**config.mk**
```make
export PLATFORM = sky130hd
export DESIGN_NAME = pointer_click_drag_classifier
export DESIGN_NICKNAME = d
export VERILOG_FILES = /design/src/rtl/core/pccd_pkg.sv /design/src/rtl/core/pccd_ctrl.sv /design/src/rtl/core/pccd_datapath.sv /design/src/rtl/core/pointer_click_drag_classifier.sv
export SDC_FILE = /design/constraint.sdc
export NUM_CORES = 2
export LEC_CHECK = 0
export ABC_AREA = 1
export BUFFER_PORTS_ARGS = -buffer_cell sky130_fd_sc_hd__clkbuf_2
export CORE_MARGIN = 3
export CORE_UTILIZATION = 55
export CTS_BUF_LIST = sky130_fd_sc_hd__clkbuf_2 sky130_fd_sc_hd__clkbuf_4 sky130_fd_sc_hd__clkbuf_8
export CTS_CLUSTER_DIAMETER = 150
export DETAILED_ROUTE_END_ITERATION = 8
export HOLD_SLACK_MARGIN = 0.1
export PLACE_DENSITY = 0.72
export SYNTH_ARGS = -nofsm -noshare
export SYNTH_HDL_FRONTEND = slang
export SYNTH_SLANG_ARGS = --single-unit
```
**constraint.sdc**
```tcl
create_clock -name clk -period 17.93 [get_ports clk]
set_clock_uncertainty 0.05 [all_clocks]
set_input_delay 2.6895 -clock clk [delete_from_list [all_inputs] [get_ports clk]]
set_output_delay 2.6895 -clock clk [all_outputs]
set_load 0.1 [all_outputs]
```
**src/rtl/core/pccd_pkg.sv**
```systemverilog
`default_nettype none
package pccd_pkg;

	// request type codes
	localparam logic REQ_BUTTON = 1'b0;
	localparam logic REQ_MOTION = 1'b1;

	// button action codes
	localparam logic [1:0] ACT_RELEASE = 2'd0;
	localparam logic [1:0] ACT_PRESS   = 2'd1;
	localparam logic [1:0] ACT_REPEAT  = 2'd2;

	// event kinds
	localparam logic EV_CLICK = 1'b0;
	localparam logic EV_DRAG  = 1'b1;

	localparam int          POS_W     = 16;
	localparam int          THR_W     = 12;
	localparam int          BTN_W     = 3;
	localparam logic [11:0] THR_RESET = 12'd160;   // 10 px in Q8.4

	// controller -> datapath
	typedef struct packed {
		logic cap;          // latch the incoming request
		logic press;        // arm addressed button
		logic release_btn;  // disarm addressed button
		logic emit_click;   // load click event into output register
		logic thr_load;     // square threshold, clear scan index and pending drag
		logic diff;         // absolute deltas for scanned button
		logic sqx;          // square of |dx|
		logic sqy;          // keep dx^2, square |dy|
		logic cmp;          // threshold test, promote to dragging on hit
		logic push;         // flush pending drag (not last), pend scanned button
		logic adv;          // next button
		logic emit_final;   // flush pending drag as last event
		logic upd_last;     // commit new pointer position
	} cmd_t;

	// datapath -> controller
	typedef struct packed {
		logic       btn_ok;
		logic [1:0] act;
		logic       click_at;
		logic       drag_at;
		logic       idx_last;
		logic       pend_valid;
		logic       out_free;
	} sts_t;

endpackage
`default_nettype wire

```
**src/rtl/core/pccd_ctrl.sv**
```systemverilog
`default_nettype none
module pccd_ctrl (
	input  wire logic          clk,
	input  wire logic          arst_n,
	input  wire logic          in_valid,
	input  wire logic          in_req_type,
	output logic               in_ready,
	input  wire pccd_pkg::sts_t sts,
	output pccd_pkg::cmd_t     cmd
);

	typedef enum logic [3:0] {
		ST_IDLE, ST_BTN, ST_THR, ST_SCAN, ST_DIFF,
		ST_SQX, ST_SQY, ST_CMP, ST_CHK, ST_FIN
	} state_t;

	state_t state_q, state_nxt;

	always_ff @(posedge clk or negedge arst_n) begin
		if (!arst_n) begin
			state_q <= ST_IDLE;
		end else begin
			state_q <= state_nxt;
		end
	end

	always_comb begin
		cmd       = '0;
		in_ready  = 1'b0;
		state_nxt = state_q;
		unique case (state_q)
			ST_IDLE: begin
				in_ready = 1'b1;
				if (in_valid) begin
					cmd.cap   = 1'b1;
					state_nxt = (in_req_type == pccd_pkg::REQ_MOTION) ? ST_THR : ST_BTN;
				end
			end
			ST_BTN: begin
				state_nxt = ST_IDLE;
				if (sts.btn_ok) begin
					unique case (sts.act)
						pccd_pkg::ACT_PRESS: begin
							cmd.press = 1'b1;
						end
						pccd_pkg::ACT_RELEASE: begin
							if (sts.click_at) begin
								if (sts.out_free) begin
									cmd.emit_click  = 1'b1;
									cmd.release_btn = 1'b1;
								end else begin
									state_nxt = ST_BTN;
								end
							end else begin
								cmd.release_btn = 1'b1;
							end
						end
						default: begin
						end
					endcase
				end
			end
			ST_THR: begin
				cmd.thr_load = 1'b1;
				state_nxt    = ST_SCAN;
			end
			ST_SCAN: begin
				state_nxt = sts.click_at ? ST_DIFF : ST_CHK;
			end
			ST_DIFF: begin
				cmd.diff  = 1'b1;
				state_nxt = ST_SQX;
			end
			ST_SQX: begin
				cmd.sqx   = 1'b1;
				state_nxt = ST_SQY;
			end
			ST_SQY: begin
				cmd.sqy   = 1'b1;
				state_nxt = ST_CMP;
			end
			ST_CMP: begin
				cmd.cmp   = 1'b1;
				state_nxt = ST_CHK;
			end
			ST_CHK: begin
				if (!(sts.drag_at && sts.pend_valid && !sts.out_free)) begin
					cmd.push = sts.drag_at;
					if (sts.idx_last) begin
						state_nxt = ST_FIN;
					end else begin
						cmd.adv   = 1'b1;
						state_nxt = ST_SCAN;
					end
				end
			end
			ST_FIN: begin
				if (!sts.pend_valid) begin
					cmd.upd_last = 1'b1;
					state_nxt    = ST_IDLE;
				end else if (sts.out_free) begin
					cmd.emit_final = 1'b1;
					cmd.upd_last   = 1'b1;
					state_nxt      = ST_IDLE;
				end
			end
			default: begin
				state_nxt = ST_IDLE;
			end
		endcase
	end

endmodule
`default_nettype wire

```
**src/rtl/core/pccd_datapath.sv**
```systemverilog
`default_nettype none
module pccd_datapath #(
	parameter int NB = 8,
	parameter int IW = 3
) (
	input  wire logic               clk,
	input  wire logic               arst_n,
	input  wire pccd_pkg::cmd_t     cmd,
	output pccd_pkg::sts_t          sts,
	input  wire logic               in_req_type,
	input  wire logic [2:0]         in_button,
	input  wire logic [1:0]         in_action,
	input  wire logic signed [15:0] in_pos_x,
	input  wire logic signed [15:0] in_pos_y,
	input  wire logic               cfg_we,
	input  wire logic [11:0]        cfg_wdata,
	output logic                    out_valid,
	input  wire logic               out_ready,
	output logic                    out_kind,
	output logic [2:0]              out_button,
	output logic signed [15:0]      out_from_x,
	output logic signed [15:0]      out_from_y,
	output logic signed [15:0]      out_to_x,
	output logic signed [15:0]      out_to_y,
	output logic                    out_last
);

	// request
	logic               req_type_q;
	logic [2:0]         button_q;
	logic [1:0]         action_q;
	logic signed [15:0] nx_q, ny_q;

	// state
	logic [11:0]        thr_q;
	logic [NB-1:0]      clicking_q, dragging_q;
	logic signed [15:0] press_x_q [NB];
	logic signed [15:0] press_y_q [NB];
	logic signed [15:0] last_x_q, last_y_q;

	// scan
	logic [IW-1:0]      idx_q, pend_q;
	logic               pend_valid_q;
	logic [23:0]        thr2_q;
	logic [15:0]        adx_q, ady_q;
	logic [31:0]        prod_q, sum_q;

	logic               out_valid_q;

	logic [IW-1:0]      rd_idx;
	logic signed [16:0] dx, dy;
	logic [15:0]        mul_op;
	logic [31:0]        mul_res;
	logic [32:0]        dist2;
	logic               hit;
	logic               load_out;

	assign rd_idx  = (req_type_q == pccd_pkg::REQ_MOTION) ? idx_q : button_q[IW-1:0];
	assign dx      = {nx_q[15], nx_q} - {press_x_q[rd_idx][15], press_x_q[rd_idx]};
	assign dy      = {ny_q[15], ny_q} - {press_y_q[rd_idx][15], press_y_q[rd_idx]};
	assign mul_op  = cmd.sqx ? adx_q : ady_q;
	assign mul_res = {16'd0, mul_op} * {16'd0, mul_op};
	assign dist2   = {1'b0, sum_q} + {1'b0, prod_q};
	assign hit     = dist2 >= {9'd0, thr2_q};

	assign load_out = cmd.emit_click | (cmd.push & pend_valid_q) | cmd.emit_final;

	assign sts.btn_ok     = {1'b0, button_q} < 4'(NB);
	assign sts.act        = action_q;
	assign sts.click_at   = clicking_q[rd_idx];
	assign sts.drag_at    = dragging_q[rd_idx];
	assign sts.idx_last   = idx_q == IW'(NB - 1);
	assign sts.pend_valid = pend_valid_q;
	assign sts.out_free   = !out_valid_q || out_ready;

	assign out_valid = out_valid_q;

	always_ff @(posedge clk or negedge arst_n) begin
		if (!arst_n) begin
			thr_q        <= pccd_pkg::THR_RESET;
			clicking_q   <= '0;
			dragging_q   <= '0;
			last_x_q     <= '0;
			last_y_q     <= '0;
			pend_valid_q <= 1'b0;
			out_valid_q  <= 1'b0;
			for (int i = 0; i < NB; i++) begin
				press_x_q[i] <= '0;
				press_y_q[i] <= '0;
			end
		end else begin
			if (cfg_we) begin
				thr_q <= cfg_wdata;
			end
			if (cmd.press) begin
				clicking_q[rd_idx] <= 1'b1;
				dragging_q[rd_idx] <= 1'b0;
				press_x_q[rd_idx]  <= last_x_q;
				press_y_q[rd_idx]  <= last_y_q;
			end
			if (cmd.release_btn) begin
				clicking_q[rd_idx] <= 1'b0;
				dragging_q[rd_idx] <= 1'b0;
			end
			if (cmd.cmp && hit) begin
				clicking_q[rd_idx] <= 1'b0;
				dragging_q[rd_idx] <= 1'b1;
			end
			if (cmd.thr_load) begin
				pend_valid_q <= 1'b0;
			end else if (cmd.push) begin
				pend_valid_q <= 1'b1;
			end
			if (cmd.upd_last) begin
				last_x_q <= nx_q;
				last_y_q <= ny_q;
			end
			if (load_out) begin
				out_valid_q <= 1'b1;
			end else if (out_ready) begin
				out_valid_q <= 1'b0;
			end
		end
	end

	// payload, no reset
	always_ff @(posedge clk) begin
		if (cmd.cap) begin
			req_type_q <= in_req_type;
			button_q   <= in_button;
			action_q   <= in_action;
			nx_q       <= in_pos_x;
			ny_q       <= in_pos_y;
		end
		if (cmd.thr_load) begin
			thr2_q <= {12'd0, thr_q} * {12'd0, thr_q};
			idx_q  <= '0;
		end else if (cmd.adv) begin
			idx_q <= idx_q + 1'b1;
		end
		if (cmd.push) begin
			pend_q <= idx_q;
		end
		if (cmd.diff) begin
			adx_q <= dx[16] ? 16'(-dx) : dx[15:0];
			ady_q <= dy[16] ? 16'(-dy) : dy[15:0];
		end
		if (cmd.sqx) begin
			prod_q <= mul_res;
		end
		if (cmd.sqy) begin
			sum_q  <= prod_q;
			prod_q <= mul_res;
		end
		if (cmd.emit_click) begin
			out_kind   <= pccd_pkg::EV_CLICK;
			out_button <= button_q;
			out_from_x <= press_x_q[rd_idx];
			out_from_y <= press_y_q[rd_idx];
			out_to_x   <= '0;
			out_to_y   <= '0;
			out_last   <= 1'b1;
		end else if ((cmd.push && pend_valid_q) || cmd.emit_final) begin
			out_kind   <= pccd_pkg::EV_DRAG;
			out_button <= 3'(pend_q);
			out_from_x <= last_x_q;
			out_from_y <= last_y_q;
			out_to_x   <= nx_q;
			out_to_y   <= ny_q;
			out_last   <= cmd.emit_final;
		end
	end

endmodule
`default_nettype wire

```
**src/rtl/core/pointer_click_drag_classifier.sv**
```systemverilog
`default_nettype none
// Pointer click / drag classifier.
// Input channel (in_valid/in_ready): one pointer request per transfer, either a
// button event (button, action) or a motion (pos_x, pos_y, signed Q12.4).
// Output channel (out_valid/out_ready): click and drag events; last_event marks
// the final event a request produced. A request may produce no event.
// cfg_we/cfg_wdata write drag_threshold (Q8.4 distance); the user must write it
// only while idle, which the block itself does not enforce.
// Timing: one request is processed at a time; in_ready is high only when idle.
// A motion runs a scan loop that walks the buttons through one shared squarer;
// a clicking button goes through difference, square x, square y and compare
// before its drag check, other buttons only through the drag check.
// Results pass through one output register; a request can be accepted while
// the previous event still waits there. When the receiver stalls, the scan
// holds at the next event until the output register frees up.
// Reset: all buttons idle, pointer position zero, drag_threshold = 160 (10 px).
module pointer_click_drag_classifier #(
	parameter int NUM_BUTTONS = 8
) (
	input  wire logic               clk,
	input  wire logic               arst_n,
	input  wire logic               in_valid,
	output logic                    in_ready,
	input  wire logic               req_type,
	input  wire logic [2:0]         button,
	input  wire logic [1:0]         action,
	input  wire logic signed [15:0] pos_x,
	input  wire logic signed [15:0] pos_y,
	output logic                    out_valid,
	input  wire logic               out_ready,
	output logic                    event_kind,
	output logic [2:0]              event_button,
	output logic signed [15:0]      from_x,
	output logic signed [15:0]      from_y,
	output logic signed [15:0]      to_x,
	output logic signed [15:0]      to_y,
	output logic                    last_event,
	input  wire logic               cfg_we,
	input  wire logic [11:0]        cfg_wdata
);

	// only 3-bit button indexes exist, so at most eight slots
	localparam int NB = (NUM_BUTTONS < 8) ? NUM_BUTTONS : 8;
	localparam int IW = (NB > 1) ? $clog2(NB) : 1;

	pccd_pkg::cmd_t cmd;
	pccd_pkg::sts_t sts;

	pccd_ctrl u_ctrl (
		.clk         (clk),
		.arst_n      (arst_n),
		.in_valid    (in_valid),
		.in_req_type (req_type),
		.in_ready    (in_ready),
		.sts         (sts),
		.cmd         (cmd)
	);

	pccd_datapath #(
		.NB (NB),
		.IW (IW)
	) u_dp (
		.clk         (clk),
		.arst_n      (arst_n),
		.cmd         (cmd),
		.sts         (sts),
		.in_req_type (req_type),
		.in_button   (button),
		.in_action   (action),
		.in_pos_x    (pos_x),
		.in_pos_y    (pos_y),
		.cfg_we      (cfg_we),
		.cfg_wdata   (cfg_wdata),
		.out_valid   (out_valid),
		.out_ready   (out_ready),
		.out_kind    (event_kind),
		.out_button  (event_button),
		.out_from_x  (from_x),
		.out_from_y  (from_y),
		.out_to_x    (to_x),
		.out_to_y    (to_y),
		.out_last    (last_event)
	);

endmodule
`default_nettype wire

```
==> out/qor.txt <==
FILL cells: 5692
DP HPWL: 73.94 mm
Wirelength per Cell: 19.26 µm
Ys flop type: dfrtp_1
Setup violators final: 0
RSZ-0062 raised after global routing: false
Distinct cells, synth: 56
Vias per inst: 5.628
Synth Warn #: 0
Post-synth EDFFs: 193
WP data arrival: 7880 ps
Layout cells sized above 1: 0.08730
Kind of critical path: register to register
CTS Hold Buffers Added: 0
Cells after Synth: 4249
Sequential area share after synthesis: 0.3921
DRT iter0 DRCs: 2781
Post-CTS sizing: 0
Multi-input logic area: 0.01929 mm²
Number of CTS-inserted buffers: 95
Largest net degree at the start of global routing: 177
Final net count: 4918
Layout area overhead: 9.612%
First-pass GRT wire length: 161.7 mm
Mapped cell area: 0.03723 mm²
Slew Viols, Final: 0
Async SR Flop Fraction: 0.5833
Fin crit share: 0.4185
Reg clk slew, reported paths: 60 ps
DRT Wirelength: 102.5 mm
Root Driver: clkbuf_8
Post-CTS setup buffer count: 0
Highest Clock Rate: 133.3 MHz
Initial Util: 0.5603
Post-synthesis average cell area: 8.762 µm²
Die X-Extent: 266.2 µm
GRT Util Overall: 0.2923
Worst skew pair latency: 720 ps
Drt first pass iters: 6
CP startpoint kind: register
CP Capture Type: register
Grt total ovfl: 0
Hold violation total from the final report: 0
Drc violations: 0
Placed cell count: 5142
Slowest cell on crit path: fa_1
Port Buffers: 125
Syn_nets: 4792
Die area: 0.07085 mm²
Final Non-Filler Cells: 5322
TritonCTS clock tree: yes
Post-DRT Antenna Nets: 0
Vias in the first global route: 29270
Final core occ: 0.6141
Die height: 266.2 µm
#FFs+latches synth: 552
Tightest Hold Check Type: register to register
Core area: 0.06645 mm²
I/O pin cnt: 126
Max-slew headroom at the worst pin: 0.2485
Status: completed
Initial antenna violation count: 7
Gpl congestion: 0.9595
Max-cap violations: 0
CP peak stage delay: 570 ps
H-tree depth reported by CTS: 3
Storage cell area: 0.01460 mm²
Min Tclk post-route: 7504 ps
Worst-path fanout max: 32
Sink Count: 552
Clock Path Buffers: 3
Worst-Margin Slew: 1123 ps
Row count: 94
Setup_tns: 0 ps
DR vias: 29950
Worst EP required: 18310 ps
==> critical path, delay by kind of cell, from the launching register on <==
| family | cells | cell delay, ps |
|---|---|---|
| adder cells (fa/ha/maj) | 7 | 3450 |
| AND/OR/NAND/NOR | 8 | 1380 |
| buffers and inverters | 7 | 1000 |
| AO/OA/AOI/OAI | 3 | 800 |
| flip-flops | 1 | 380 |
| XOR/XNOR | 1 | 140 |
==> flip-flops by register name, indices dropped and copies added, names as in the netlist, 23 cells and up <==
| name | flops |
|---|---|
| u_dp.sum_q | 31 |
| u_dp.press_x_q | 128 |
| u_dp.thr2_q | 23 |
| u_dp.prod_q | 31 |
| u_dp.press_y_q | 128 |
==> final timing paths <==
path,startpoint,end,slack (ps),cells after the start
setup / recovery,u_ctrl.state_q[2],u_dp.prod_q[28],10430,26
hold / removal,u_dp.out_last,u_dp.out_last,400,2
setup reg to reg,u_ctrl.state_q[2],u_dp.prod_q[28],10430,26
hold reg to reg,u_dp.out_last,u_dp.out_last,400,2
max in group asynchronous,arst_n,u_dp.thr_q[8],14410,2
min in group asynchronous,arst_n,u_dp.last_x_q[3],1900,1
==> area by class of cell <==
cell class / instances / share of cell area
sequential: 552 / 0.3577
tap: 864 / 0.02649
inverter: 756 / 0.06954
clock buffer: 143 / 0.04286
timing repair buffer: 161 / 0.02250
multi-input combinational: 2809 / 0.4728
antenna: 2 / 0.0001226
clock inverter: 35 / 0.008033
==> Yosys cell counts (16+ instances only) <==
cell type | count | area share
o21bai_1 | 16 | 0.0032
fa_1 | 243 | 0.13
xor2_1 | 82 | 0.019
o21ai_1 | 29 | 0.0039
inv_1 | 742 | 0.075
a22oi_1 | 74 | 0.015
nand4_1 | 35 | 0.0059
edfxtp_1 | 193 | 0.16
dfxtp_1 | 37 | 0.020
o22ai_1 | 29 | 0.0049
a21oi_1 | 185 | 0.025
o21ai_0 | 379 | 0.051
dfrtp_1 | 320 | 0.22
clkbuf_1 | 110 | 0.011
nor3_1 | 22 | 0.0030
nand2_1 | 873 | 0.088
ha_1 | 245 | 0.082
xnor2_1 | 44 | 0.010
a221oi_1 | 24 | 0.0056
nor2_1 | 301 | 0.030
nand3_1 | 117 | 0.016
==> metal layers <==
metal / track usage / vias up / wire [µm]
met5: 0 / - / 56
met4: 0.09469 / 8 / 3278
met3: 0.05467 / 239 / 9035
met2: 0.4575 / 1266 / 45940
met1: 0.4152 / 14480 / 44190
li1: - / 13960 / -
==> cell families after synthesis <==
logic type      Yosys count  synth area share
simple gates           1387            0.1507
buf+inv                 888           0.09061
compound gates          804            0.1228
flops                   552            0.3921
fa+ha+maj               488            0.2130
xor+xnor                126           0.02964
mux                       4          0.001210
==> through the flow <==
| step | setup slack [ps] | hold WS [ps] | area [µm²] |
|---|---|---|---|
| 2_1_floorplan | 11250 | 380.7 | 37230 |
| 3_3_place_gp | 10760 | 384.7 | 38730 |
| 3_5_place_dp | 10590 | 395.1 | 38730 |
| 4_1_cts | 10540 | 404.9 | 40800 |
| 5_1_grt | 9925 | 427.7 | 40810 |
| 6_report | 10430 | 400.9 | 40810 |
==> layout by cell type (no fill, tap or decap), types with 16 or more instances in the layout <==
| cell | n |
|---|---|
| a21oi_1 | 185 |
| a221oi_1 | 24 |
| a22oi_1 | 74 |
| buf_4 | 35 |
| clkbuf_2 | 124 |
| clkbuf_4 | 35 |
| clkbuf_8 | 108 |
| dfrtp_1 | 320 |
| dfxtp_1 | 37 |
| edfxtp_1 | 193 |
| fa_1 | 243 |
| ha_1 | 245 |
| inv_1 | 739 |
| nand2_1 | 872 |
| nand3_1 | 117 |
| nand4_1 | 35 |
| nor2_1 | 296 |
| nor3_1 | 21 |
| o21ai_0 | 379 |
| o21ai_1 | 29 |
| o21bai_1 | 16 |
| o22ai_1 | 29 |
| xnor2_1 | 44 |
| xor2_1 | 82 |
Power is not shown: default switching activity piles up to over one toggle a cycle in this logic, so the estimate is an artifact.
